### src/rtl/rgcc_pkg.sv
// Shared types and fixed widths for the rectangle-to-grid-cell cover block.
`timescale 1ns / 1ps

package rgcc_pkg;

   localparam int CoordW      = 20;
   localparam int WideW       = 22;
   localparam int CellW       = 16;
   localparam int ShW         = 5;
   localparam int CfgW        = 4;
   localparam int CfgReset    = 5;
   localparam int CellLog2Max = 10;

   typedef logic signed [CoordW-1:0] coord_type;
   typedef logic signed [WideW-1:0]  wide_type;
   typedef logic signed [CellW-1:0]  cell_type;
   typedef logic [ShW-1:0]           shamt_type;
   typedef logic [CfgW-1:0]          cfg_type;

   // one operation of the shared add-and-shift unit
   typedef struct packed {
      wide_type  a;
      wide_type  b;
      logic      sub;
      logic      dec;
      shamt_type shamt;
   } alu_op_type;

   // launch of a cell walk
   typedef struct packed {
      logic     start;
      logic     clip;
      cell_type base_x;
      cell_type base_y;
   } emit_ctl_type;

endpackage

### src/rtl/rgcc_alu.sv
// Shared adder with arithmetic right shift, used for every edge and span step.
`timescale 1ns / 1ps

module rgcc_alu (
   input  rgcc_pkg::alu_op_type op,
   output rgcc_pkg::wide_type   result
);
   import rgcc_pkg::*;

   wide_type b_term;
   wide_type sum;

   always_comb begin
      // subtract as add of the complement plus one; dec takes one LSB off
      b_term = op.sub ? ~op.b : op.b;
      sum    = op.a + b_term + wide_type'({1'b0, op.sub}) - wide_type'({1'b0, op.dec});
      result = sum >>> op.shamt;
   end

endmodule

### src/rtl/rgcc_emitter.sv
// Row and column walk over the covered cells, one registered word per cycle.
`timescale 1ns / 1ps

module rgcc_emitter #(
   parameter int SPAN_W = 3
) (
   input  logic                   clock,
   input  logic                   reset,
   input  rgcc_pkg::emit_ctl_type ctl,
   input  logic [SPAN_W-1:0]      col_last,
   input  logic [SPAN_W-1:0]      row_last,
   output logic                   finish,
   output logic                   strobe,
   output rgcc_pkg::cell_type     cell_x,
   output rgcc_pkg::cell_type     cell_y,
   output logic                   is_last,
   output logic                   clipped
);
   import rgcc_pkg::*;

   logic              active_ff, active_in;
   logic [SPAN_W-1:0] col_ff, col_in;
   logic [SPAN_W-1:0] row_ff, row_in;
   logic [SPAN_W-1:0] col_last_ff, col_last_in;
   logic [SPAN_W-1:0] row_last_ff, row_last_in;
   cell_type          base_x_ff, base_x_in;
   cell_type          base_y_ff, base_y_in;
   logic              clip_ff, clip_in;
   logic              strobe_ff, strobe_in;
   cell_type          cell_x_ff, cell_x_in;
   cell_type          cell_y_ff, cell_y_in;
   logic              is_last_ff, is_last_in;
   logic              clipped_ff, clipped_in;
   logic              col_end;
   logic              at_last;

   always_comb begin
      col_end = (col_ff == col_last_ff);
      at_last = active_ff && col_end && (row_ff == row_last_ff);

      active_in   = active_ff;
      col_in      = col_ff;
      row_in      = row_ff;
      col_last_in = col_last_ff;
      row_last_in = row_last_ff;
      base_x_in   = base_x_ff;
      base_y_in   = base_y_ff;
      clip_in     = clip_ff;

      // output word for the current position
      strobe_in  = active_ff;
      cell_x_in  = base_x_ff + CellW'(col_ff);
      cell_y_in  = base_y_ff + CellW'(row_ff);
      is_last_in = at_last;
      clipped_in = clip_ff;

      if (ctl.start) begin
         active_in   = 1'b1;
         col_in      = '0;
         row_in      = '0;
         col_last_in = col_last;
         row_last_in = row_last;
         base_x_in   = ctl.base_x;
         base_y_in   = ctl.base_y;
         clip_in     = ctl.clip;
      end else if (active_ff) begin
         // advance along the row, wrap to the next row
         if (at_last) begin
            active_in = 1'b0;
         end else if (col_end) begin
            col_in = '0;
            row_in = row_ff + SPAN_W'(1);
         end else begin
            col_in = col_ff + SPAN_W'(1);
         end
      end
   end

   always_ff @(posedge clock) begin
      if (reset) begin
         active_ff <= 1'b0;
         strobe_ff <= 1'b0;
      end else begin
         active_ff <= active_in;
         strobe_ff <= strobe_in;
      end
   end

   always_ff @(posedge clock) begin
      col_ff      <= col_in;
      row_ff      <= row_in;
      col_last_ff <= col_last_in;
      row_last_ff <= row_last_in;
      base_x_ff   <= base_x_in;
      base_y_ff   <= base_y_in;
      clip_ff     <= clip_in;
      cell_x_ff   <= cell_x_in;
      cell_y_ff   <= cell_y_in;
      is_last_ff  <= is_last_in;
      clipped_ff  <= clipped_in;
   end

   assign finish  = at_last;
   assign strobe  = strobe_ff;
   assign cell_x  = cell_x_ff;
   assign cell_y  = cell_y_ff;
   assign is_last = is_last_ff;
   assign clipped = clipped_ff;

endmodule

### src/rtl/rect_grid_cell_cover_unit.sv
// Top level: rectangle to grid cell cover with a shared add-and-shift unit.
`timescale 1ns / 1ps

//  channel   | ports                                  | handshake
//  ----------+----------------------------------------+----------------------------
//  request   | req_rect_x/y/w/h, req_fallback_cell_x/y | start high, busy low
//  response  | rsp_cell_x/y, rsp_is_last, rsp_clipped  | rsp_strobe, one cycle
//  config    | csr_wr_data                            | csr_wr_en, no wait
//
// A non-empty rectangle keeps busy high through six steps of the shared
// add-and-shift unit (two left/top edges, two right/bottom edges, two spans),
// then through the emitter walk over the covered cells.
// An empty rectangle goes straight to a one-cell walk and yields its fallback word.
// Each word shows on the response ports in the cycle after the emitter reaches it.
// Reset is synchronous; it idles the sequencer and emitter and sets the cell size
// register to 5. The receiver cannot stall, so words are never held back.

module rect_grid_cell_cover_unit #(
   parameter int MAX_SPAN        = 8,
   parameter int COORD_FRAC_BITS = 4
) (
   input  logic                clock,
   input  logic                reset,
   input  logic                start,
   output logic                busy,
   input  rgcc_pkg::coord_type req_rect_x,
   input  rgcc_pkg::coord_type req_rect_y,
   input  rgcc_pkg::coord_type req_rect_w,
   input  rgcc_pkg::coord_type req_rect_h,
   input  rgcc_pkg::cell_type  req_fallback_cell_x,
   input  rgcc_pkg::cell_type  req_fallback_cell_y,
   output logic                rsp_strobe,
   output rgcc_pkg::cell_type  rsp_cell_x,
   output rgcc_pkg::cell_type  rsp_cell_y,
   output logic                rsp_is_last,
   output logic                rsp_clipped,
   input  logic                csr_wr_en,
   input  rgcc_pkg::cfg_type   csr_wr_data
);
   import rgcc_pkg::*;

   localparam int SpanW = (MAX_SPAN > 1) ? $clog2(MAX_SPAN) : 1;

   localparam wide_type         SpanMax  = wide_type'(MAX_SPAN - 1);
   localparam logic [SpanW-1:0] SpanTop  = SpanW'(MAX_SPAN - 1);

   typedef enum logic [7:0] {
      S_IDLE = 8'b0000_0001,
      S_X0   = 8'b0000_0010,
      S_Y0   = 8'b0000_0100,
      S_X1   = 8'b0000_1000,
      S_Y1   = 8'b0001_0000,
      S_NX   = 8'b0010_0000,
      S_NY   = 8'b0100_0000,
      S_EMIT = 8'b1000_0000
   } state_type;

   state_type        state_ff, state_in;
   cfg_type          cfg_log2_ff, cfg_log2_in;
   shamt_type        shamt_ff, shamt_in;
   coord_type        rect_x_ff, rect_x_in;
   coord_type        rect_y_ff, rect_y_in;
   coord_type        rect_w_ff, rect_w_in;
   coord_type        rect_h_ff, rect_h_in;
   wide_type         x0_ff, x0_in;
   wide_type         y0_ff, y0_in;
   wide_type         x1_ff, x1_in;
   wide_type         y1_ff, y1_in;
   logic [SpanW-1:0] nx_last_ff, nx_last_in;
   logic             clip_x_ff, clip_x_in;

   alu_op_type       alu_op;
   wide_type         alu_res;
   emit_ctl_type     emit_ctl;
   logic [SpanW-1:0] emit_col_last;
   logic [SpanW-1:0] emit_row_last;
   logic             emit_finish;
   logic             accept;
   logic             is_empty;
   logic             span_over;
   cfg_type          log2_clamped;

   assign accept   = start && (state_ff == S_IDLE);
   assign is_empty = (req_rect_w <= coord_type'(0)) || (req_rect_h <= coord_type'(0));
   assign busy     = (state_ff != S_IDLE);

   // register values above the largest cell size act as the largest
   assign log2_clamped = (cfg_log2_ff > CfgW'(CellLog2Max)) ? CfgW'(CellLog2Max)
                                                             : cfg_log2_ff;

   // operand select for the shared unit
   always_comb begin
      alu_op       = '0;
      alu_op.shamt = shamt_ff;
      case (state_ff)
         S_X0: begin
            alu_op.a = wide_type'(rect_x_ff);
         end
         S_Y0: begin
            alu_op.a = wide_type'(rect_y_ff);
         end
         S_X1: begin
            // exclusive right edge: last covered LSB is x + w - 1
            alu_op.a   = wide_type'(rect_x_ff);
            alu_op.b   = wide_type'(rect_w_ff);
            alu_op.dec = 1'b1;
         end
         S_Y1: begin
            alu_op.a   = wide_type'(rect_y_ff);
            alu_op.b   = wide_type'(rect_h_ff);
            alu_op.dec = 1'b1;
         end
         S_NX: begin
            alu_op.a     = x1_ff;
            alu_op.b     = x0_ff;
            alu_op.sub   = 1'b1;
            alu_op.shamt = '0;
         end
         S_NY: begin
            alu_op.a     = y1_ff;
            alu_op.b     = y0_ff;
            alu_op.sub   = 1'b1;
            alu_op.shamt = '0;
         end
         default: begin
            alu_op = '0;
         end
      endcase
   end

   rgcc_alu u_alu (
      .op     (alu_op),
      .result (alu_res)
   );

   // span minus one above MAX_SPAN - 1 means the axis gets cut
   assign span_over = (alu_res > SpanMax);

   always_comb begin
      state_in    = state_ff;
      cfg_log2_in = csr_wr_en ? csr_wr_data : cfg_log2_ff;
      shamt_in    = shamt_ff;
      rect_x_in   = rect_x_ff;
      rect_y_in   = rect_y_ff;
      rect_w_in   = rect_w_ff;
      rect_h_in   = rect_h_ff;
      x0_in       = x0_ff;
      y0_in       = y0_ff;
      x1_in       = x1_ff;
      y1_in       = y1_ff;
      nx_last_in  = nx_last_ff;
      clip_x_in   = clip_x_ff;

      emit_ctl      = '0;
      emit_col_last = '0;
      emit_row_last = '0;

      case (state_ff)
         S_IDLE: begin
            if (accept) begin
               rect_x_in = req_rect_x;
               rect_y_in = req_rect_y;
               rect_w_in = req_rect_w;
               rect_h_in = req_rect_h;
               shamt_in  = ShW'(log2_clamped) + ShW'(COORD_FRAC_BITS);
               if (is_empty) begin
                  // single fallback word, walk of one cell
                  emit_ctl.start  = 1'b1;
                  emit_ctl.base_x = req_fallback_cell_x;
                  emit_ctl.base_y = req_fallback_cell_y;
                  state_in        = S_EMIT;
               end else begin
                  state_in = S_X0;
               end
            end
         end
         S_X0: begin
            x0_in    = alu_res;
            state_in = S_Y0;
         end
         S_Y0: begin
            y0_in    = alu_res;
            state_in = S_X1;
         end
         S_X1: begin
            x1_in    = alu_res;
            state_in = S_Y1;
         end
         S_Y1: begin
            y1_in    = alu_res;
            state_in = S_NX;
         end
         S_NX: begin
            clip_x_in  = span_over;
            nx_last_in = span_over ? SpanTop : alu_res[SpanW-1:0];
            state_in   = S_NY;
         end
         S_NY: begin
            // launch the walk; indices wrap to the cell field width
            emit_ctl.start  = 1'b1;
            emit_ctl.clip   = clip_x_ff || span_over;
            emit_ctl.base_x = x0_ff[CellW-1:0];
            emit_ctl.base_y = y0_ff[CellW-1:0];
            emit_col_last   = nx_last_ff;
            emit_row_last   = span_over ? SpanTop : alu_res[SpanW-1:0];
            state_in        = S_EMIT;
         end
         S_EMIT: begin
            if (emit_finish) begin
               state_in = S_IDLE;
            end
         end
         default: begin
            state_in = S_IDLE;
         end
      endcase
   end

   always_ff @(posedge clock) begin
      if (reset) begin
         state_ff    <= S_IDLE;
         cfg_log2_ff <= CfgW'(CfgReset);
      end else begin
         state_ff    <= state_in;
         cfg_log2_ff <= cfg_log2_in;
      end
   end

   always_ff @(posedge clock) begin
      shamt_ff   <= shamt_in;
      rect_x_ff  <= rect_x_in;
      rect_y_ff  <= rect_y_in;
      rect_w_ff  <= rect_w_in;
      rect_h_ff  <= rect_h_in;
      x0_ff      <= x0_in;
      y0_ff      <= y0_in;
      x1_ff      <= x1_in;
      y1_ff      <= y1_in;
      nx_last_ff <= nx_last_in;
      clip_x_ff  <= clip_x_in;
   end

   rgcc_emitter #(
      .SPAN_W (SpanW)
   ) u_emitter (
      .clock    (clock),
      .reset    (reset),
      .ctl      (emit_ctl),
      .col_last (emit_col_last),
      .row_last (emit_row_last),
      .finish   (emit_finish),
      .strobe   (rsp_strobe),
      .cell_x   (rsp_cell_x),
      .cell_y   (rsp_cell_y),
      .is_last  (rsp_is_last),
      .clipped  (rsp_clipped)
   );

endmodule

### config.mk
export PLATFORM = sky130hd
export DESIGN_NAME = rect_grid_cell_cover_unit
export DESIGN_NICKNAME = d
export VERILOG_FILES = /design/src/rtl/rgcc_pkg.sv /design/src/rtl/rgcc_alu.sv /design/src/rtl/rgcc_emitter.sv /design/src/rtl/rect_grid_cell_cover_unit.sv
export SDC_FILE = /design/constraint.sdc
export NUM_CORES = 1
export LEC_CHECK = 0
export BUFFER_PORTS_ARGS = -buffer_cell sky130_fd_sc_hd__buf_4
export CAP_MARGIN = 20
export CORE_MARGIN = 5
export CORE_UTILIZATION = 52
export CTS_CLUSTER_SIZE = 10
export DETAILED_ROUTE_END_ITERATION = 7
export PLACE_DENSITY = 0.83
export SYNTH_ARGS = -nofsm -noshare
export SYNTH_HDL_FRONTEND = slang
export SYNTH_SLANG_ARGS = --single-unit
### constraint.sdc
create_clock -name clock -period 8.8 [get_ports clock]
set_input_delay 0 -clock clock [delete_from_list [all_inputs] [get_ports clock]]
set_output_delay 0 -clock clock [all_outputs]
set_load 0.02 [all_outputs]
==> flow_summary.json <==
{
  "worst-setup-path-type": "reg2reg",
  "ir_drop_mv": 0.127,
  "grt_overflow": 0,
  "syn-cell-area_mm2": 0.0140,
  "slowest_stage": "o41ai_4",
  "portBuffers": 155,
  "cts_tree": "yes",
  "grt_use_total_pct": 31.1,
  "dp_cells": 1685,
  "clockPowerShare_pct": 36.6,
  "syn_nets": 1410,
  "drc": 3,
  "grt_antenna_before_repair": 1,
  "worstPathCellList": "or4_1 -> nor4_2 -> buf_4 -> a222oi_1 -> a21boi_0 -> ha_1 -> nand2_1 -> nor3_1 -> or3_1 -> a21oi_1 -> fa_1 -> a211oi_1 -> o21ai_0 -> a21oi_1 -> o41ai_1 -> xor2_1 -> mux2i_1 -> o211ai_2 -> or4_1 -> a2111oi_0 -> a31oi_1 -> o41ai_4 -> a21oi_1",
  "final_nets": 1675,
  "cts_htree_levels": 1,
  "yosysWarnings": 0,
  "swShare_pct": 27.3,
  "ant_nets": 0,
  "io_pins": 156,
  "synth.avg_cell_area_um2": 11.3,
  "crit_arrival_ns": 8.52,
  "finalHoldViolCount": 0,
  "gp_congestion": 0.998,
  "fin_crit_sh_pct": 93.5,
  "layoutNonFillerInstCount": 1869,
  "final_core_util_pct": 66.1,
  "hold_path_depth": 2,
  "rsz0062_at_grt": "false",
  "intPower_uw": 2420,
  "tightest_slew_ns": 1.20,
  "post_cts_buffers": 0,
  "fillCellCount": 1875,
  "endpoint_kind": "flop",
  "combPwrFrac_pct": 16.7,
  "timing.critical_path.mode_cell": "a21oi_1",
  "status": "finished with violations",
  "cts_sinks": 270,
  "cts_buffers": 31,
  "skew_ns": 0.0254,
  "grt_max_degree": 67,
  "wl_um": 48700,
  "clk_latency_ns": 0.58,
  "dpl_cell_area_mm2": 0.0155,
  "vias": 12282,
  "synth_ff_type": "edfxtp_1",
  "p_leak_uw": 0.00711,
  "drive_gt1_share_pct": 16.5,
  "design.die.area_mm2": 0.0303,
  "wl_per_cell_um": 26.1,
  "timing.fmax_ghz": 0.122,
  "hold_path_class": "in2reg",
  "grt_pass1_wl_um": 73300,
  "drt_first_iter_violations": 1811,
  "seqCellArea_mm2": 0.00757,
  "viasPerCell": 6.57,
  "finalSetupTns_ns": 0,
  "power_switching_uw": 907,
  "synth_edf_count": 216,
  "path_buf_inv": 1,
  "finalCriticalPeriod_ns": 8.23,
  "r2r_cells": 23,
  "maxCapViolations": 0,
  "clockBufferDepth": 3,
  "first_pass_iters": 8,
  "cts_hold_buf": 124,
  "dp_hpwl_um": 33100,
  "cts_resized": 0,
  "grt_pass1_vias": 11859,
  "worstSetupStartpointType": "flop",
  "violations": "DRC",
  "slew_headroom_pct": 19.3,
  "start_util_pct": 52.4,
  "area_delta_synth_final_pct": 26.1,
  "multi_input_area_mm2": 0.00591,
  "path_depth": 23,
  "synth-async-reset-ratio_pct": 0,
  "crit_fanout": 19,
  "fp-row-count": 60,
  "die_h_um": 174,
  "clockRootBuffer": "clkbuf_16",
  "ys_seq_area_share_pct": 54.0,
  "clk_pin_slew_ns": 0.06,
  "core_area_mm2": 0.0267,
  "p_per_area_mw_per_mm2": 188,
  "critical-path-max-stage-delay_ns": 0.71,
  "synth_cell_types": 89,
  "die_w_um": 174,
  "final-setup-viol-count": 0,
  "pwr-share-seq_pct": 46.7,
  "finalMaxSlewViolations": 0,
  "required_ns": 9.09,
  "critical_path.top_delay_family": "compound AO/OA/AOI/OAI gates",
  "final_area_mm2": 0.0177,
  "ys_seq_elements": 270,
  "syn_inst": 1237
}
## sequential cells by signal (all words and copies together), names as in the netlist, 20 cells and up
name / cells
y0_ff: 22
rect_w_ff: 20
rect_y_ff: 20
y1_ff: 22
x0_ff: 22
rect_x_ff: 20
rect_h_ff: 20
x1_ff: 22
## per-stage QoR
step                      power (uW)  hold WS [ns]  setup WS (ns)
after floorplan                 1850        0.0716           1.61
after global placement          2050         0.179           1.09
after detailed placement        2060         0.180          0.912
after CTS                       3290         0.123          0.842
after global routing            3430         0.139          0.223
final                           3330         0.135          0.574
## per-layer routing
layer | wire length [um] | GRT usage (%) | up-vias
met1 | 17700 | 39.8 | 5905
met2 | 22500 | 50.0 | 896
met4 | 3160 | 16.7 | 0
met3 | 5370 | 6.37 | 146
li1 | - | - | 5335
met5 | 0 | 0 | -
## area by class of cell
cell class	instances	share of cell area (%)
Timing Repair Buffer	298	14.4
Antenna cell	1	0.0142
Multi-Input combinational cell	828	33.5
Clock inverter	2	0.283
Inverter	73	1.56
Sequential cell	270	42.8
Tap cell	341	2.42
Clock buffer	56	4.98
## power groups by stage
stage	clock network [uW]	registers, uW	logic [uW]
global placement	0	1570	479
finish	1220	1550	556
CTS	1200	1550	535
global route	1280	1560	590
floorplan	0	1580	269
detailed placement	0	1570	487
## cells in the mapped netlist, types with 4 or more instances
master / n / area (um^2)
clkbuf_1: 48 / 180
or3_1: 6 / 37.5
o31ai_1: 7 / 52.6
a21oi_1: 62 / 310
a221oi_1: 26 / 228
o22ai_1: 4 / 25.0
a222oi_1: 19 / 190
nand3_1: 27 / 135
o21a_1: 5 / 37.5
a22o_1: 40 / 350
o211a_1: 7 / 70.1
a21boi_0: 22 / 165
nand4b_1: 4 / 35.0
dfxtp_1: 54 / 1080
or4_1: 5 / 37.5
a22oi_1: 11 / 82.6
o21ai_0: 52 / 260
ha_1: 50 / 626
xnor2_1: 28 / 245
buf_1: 7 / 26.3
o211ai_1: 17 / 128
xor2_1: 26 / 228
nor3_1: 28 / 140
nor2_1: 81 / 304
edfxtp_1: 216 / 6490
a221o_1: 10 / 100
a211oi_1: 12 / 90.1
and2_1: 10 / 62.6
mux2_2: 5 / 56.3
nand4_1: 19 / 119
a211o_1: 10 / 87.6
a21o_1: 11 / 82.6
inv_1: 72 / 270
o221ai_1: 5 / 43.8
and3_1: 9 / 56.3
buf_2: 8 / 40.0
nor2b_1: 8 / 50.1
nand2_1: 75 / 282
a31oi_1: 7 / 43.8
mux2i_1: 20 / 200
nand2b_1: 8 / 50.1
nor4_1: 20 / 125
nor3b_1: 5 / 37.5
## cell families after synthesis
logic type,synth area share [%]
AO/OA/AOI/OAI,19.5
AND/OR/NAND/NOR,12.5
adder cells (fa/ha/maj),4.90
flip-flops,54.0
XOR/XNOR,3.38
buffers and inverters,3.93
multiplexers,1.83
## path summary, 6_finish.rpt
| path | start | to | slack [ns] |
|---|---|---|---|
| hold / removal | req_rect_x[15] | rect_x_ff[15] | 0.13 |
| setup / recovery | state_ff[7] | u_emitter.clip_ff | 0.57 |
| hold reg to reg | u_emitter.clip_ff | u_emitter.clipped | 0.35 |
| setup reg to reg | state_ff[7] | u_emitter.clip_ff | 0.57 |
## cell usage in the layout (no fill, tap or decap), types with 8 or more instances in the layout
cell,count
xnor2_1,28
nand2b_1,8
edfxtp_1,216
a221oi_1,26
a222oi_1,19
o211ai_1,17
nor2_1,78
nand3_1,27
a221o_1,10
nor2b_1,8
o21ai_0,52
xor2_1,26
a21oi_1,62
buf_4,173
a22o_1,40
clkbuf_16,31
a21o_1,11
a211o_1,10
dlygate4sd3_1,124
nand4_1,19
dfxtp_1,54
and2_1,10
clkbuf_1,24
nor3_1,28
mux2i_1,20
and3_1,9
a22oi_1,11
a21boi_0,22
a211oi_1,12
nor4_1,18
nand2_1,75
inv_1,71
ha_1,50
No activity file was read; power rests on OpenSTA's default activity.
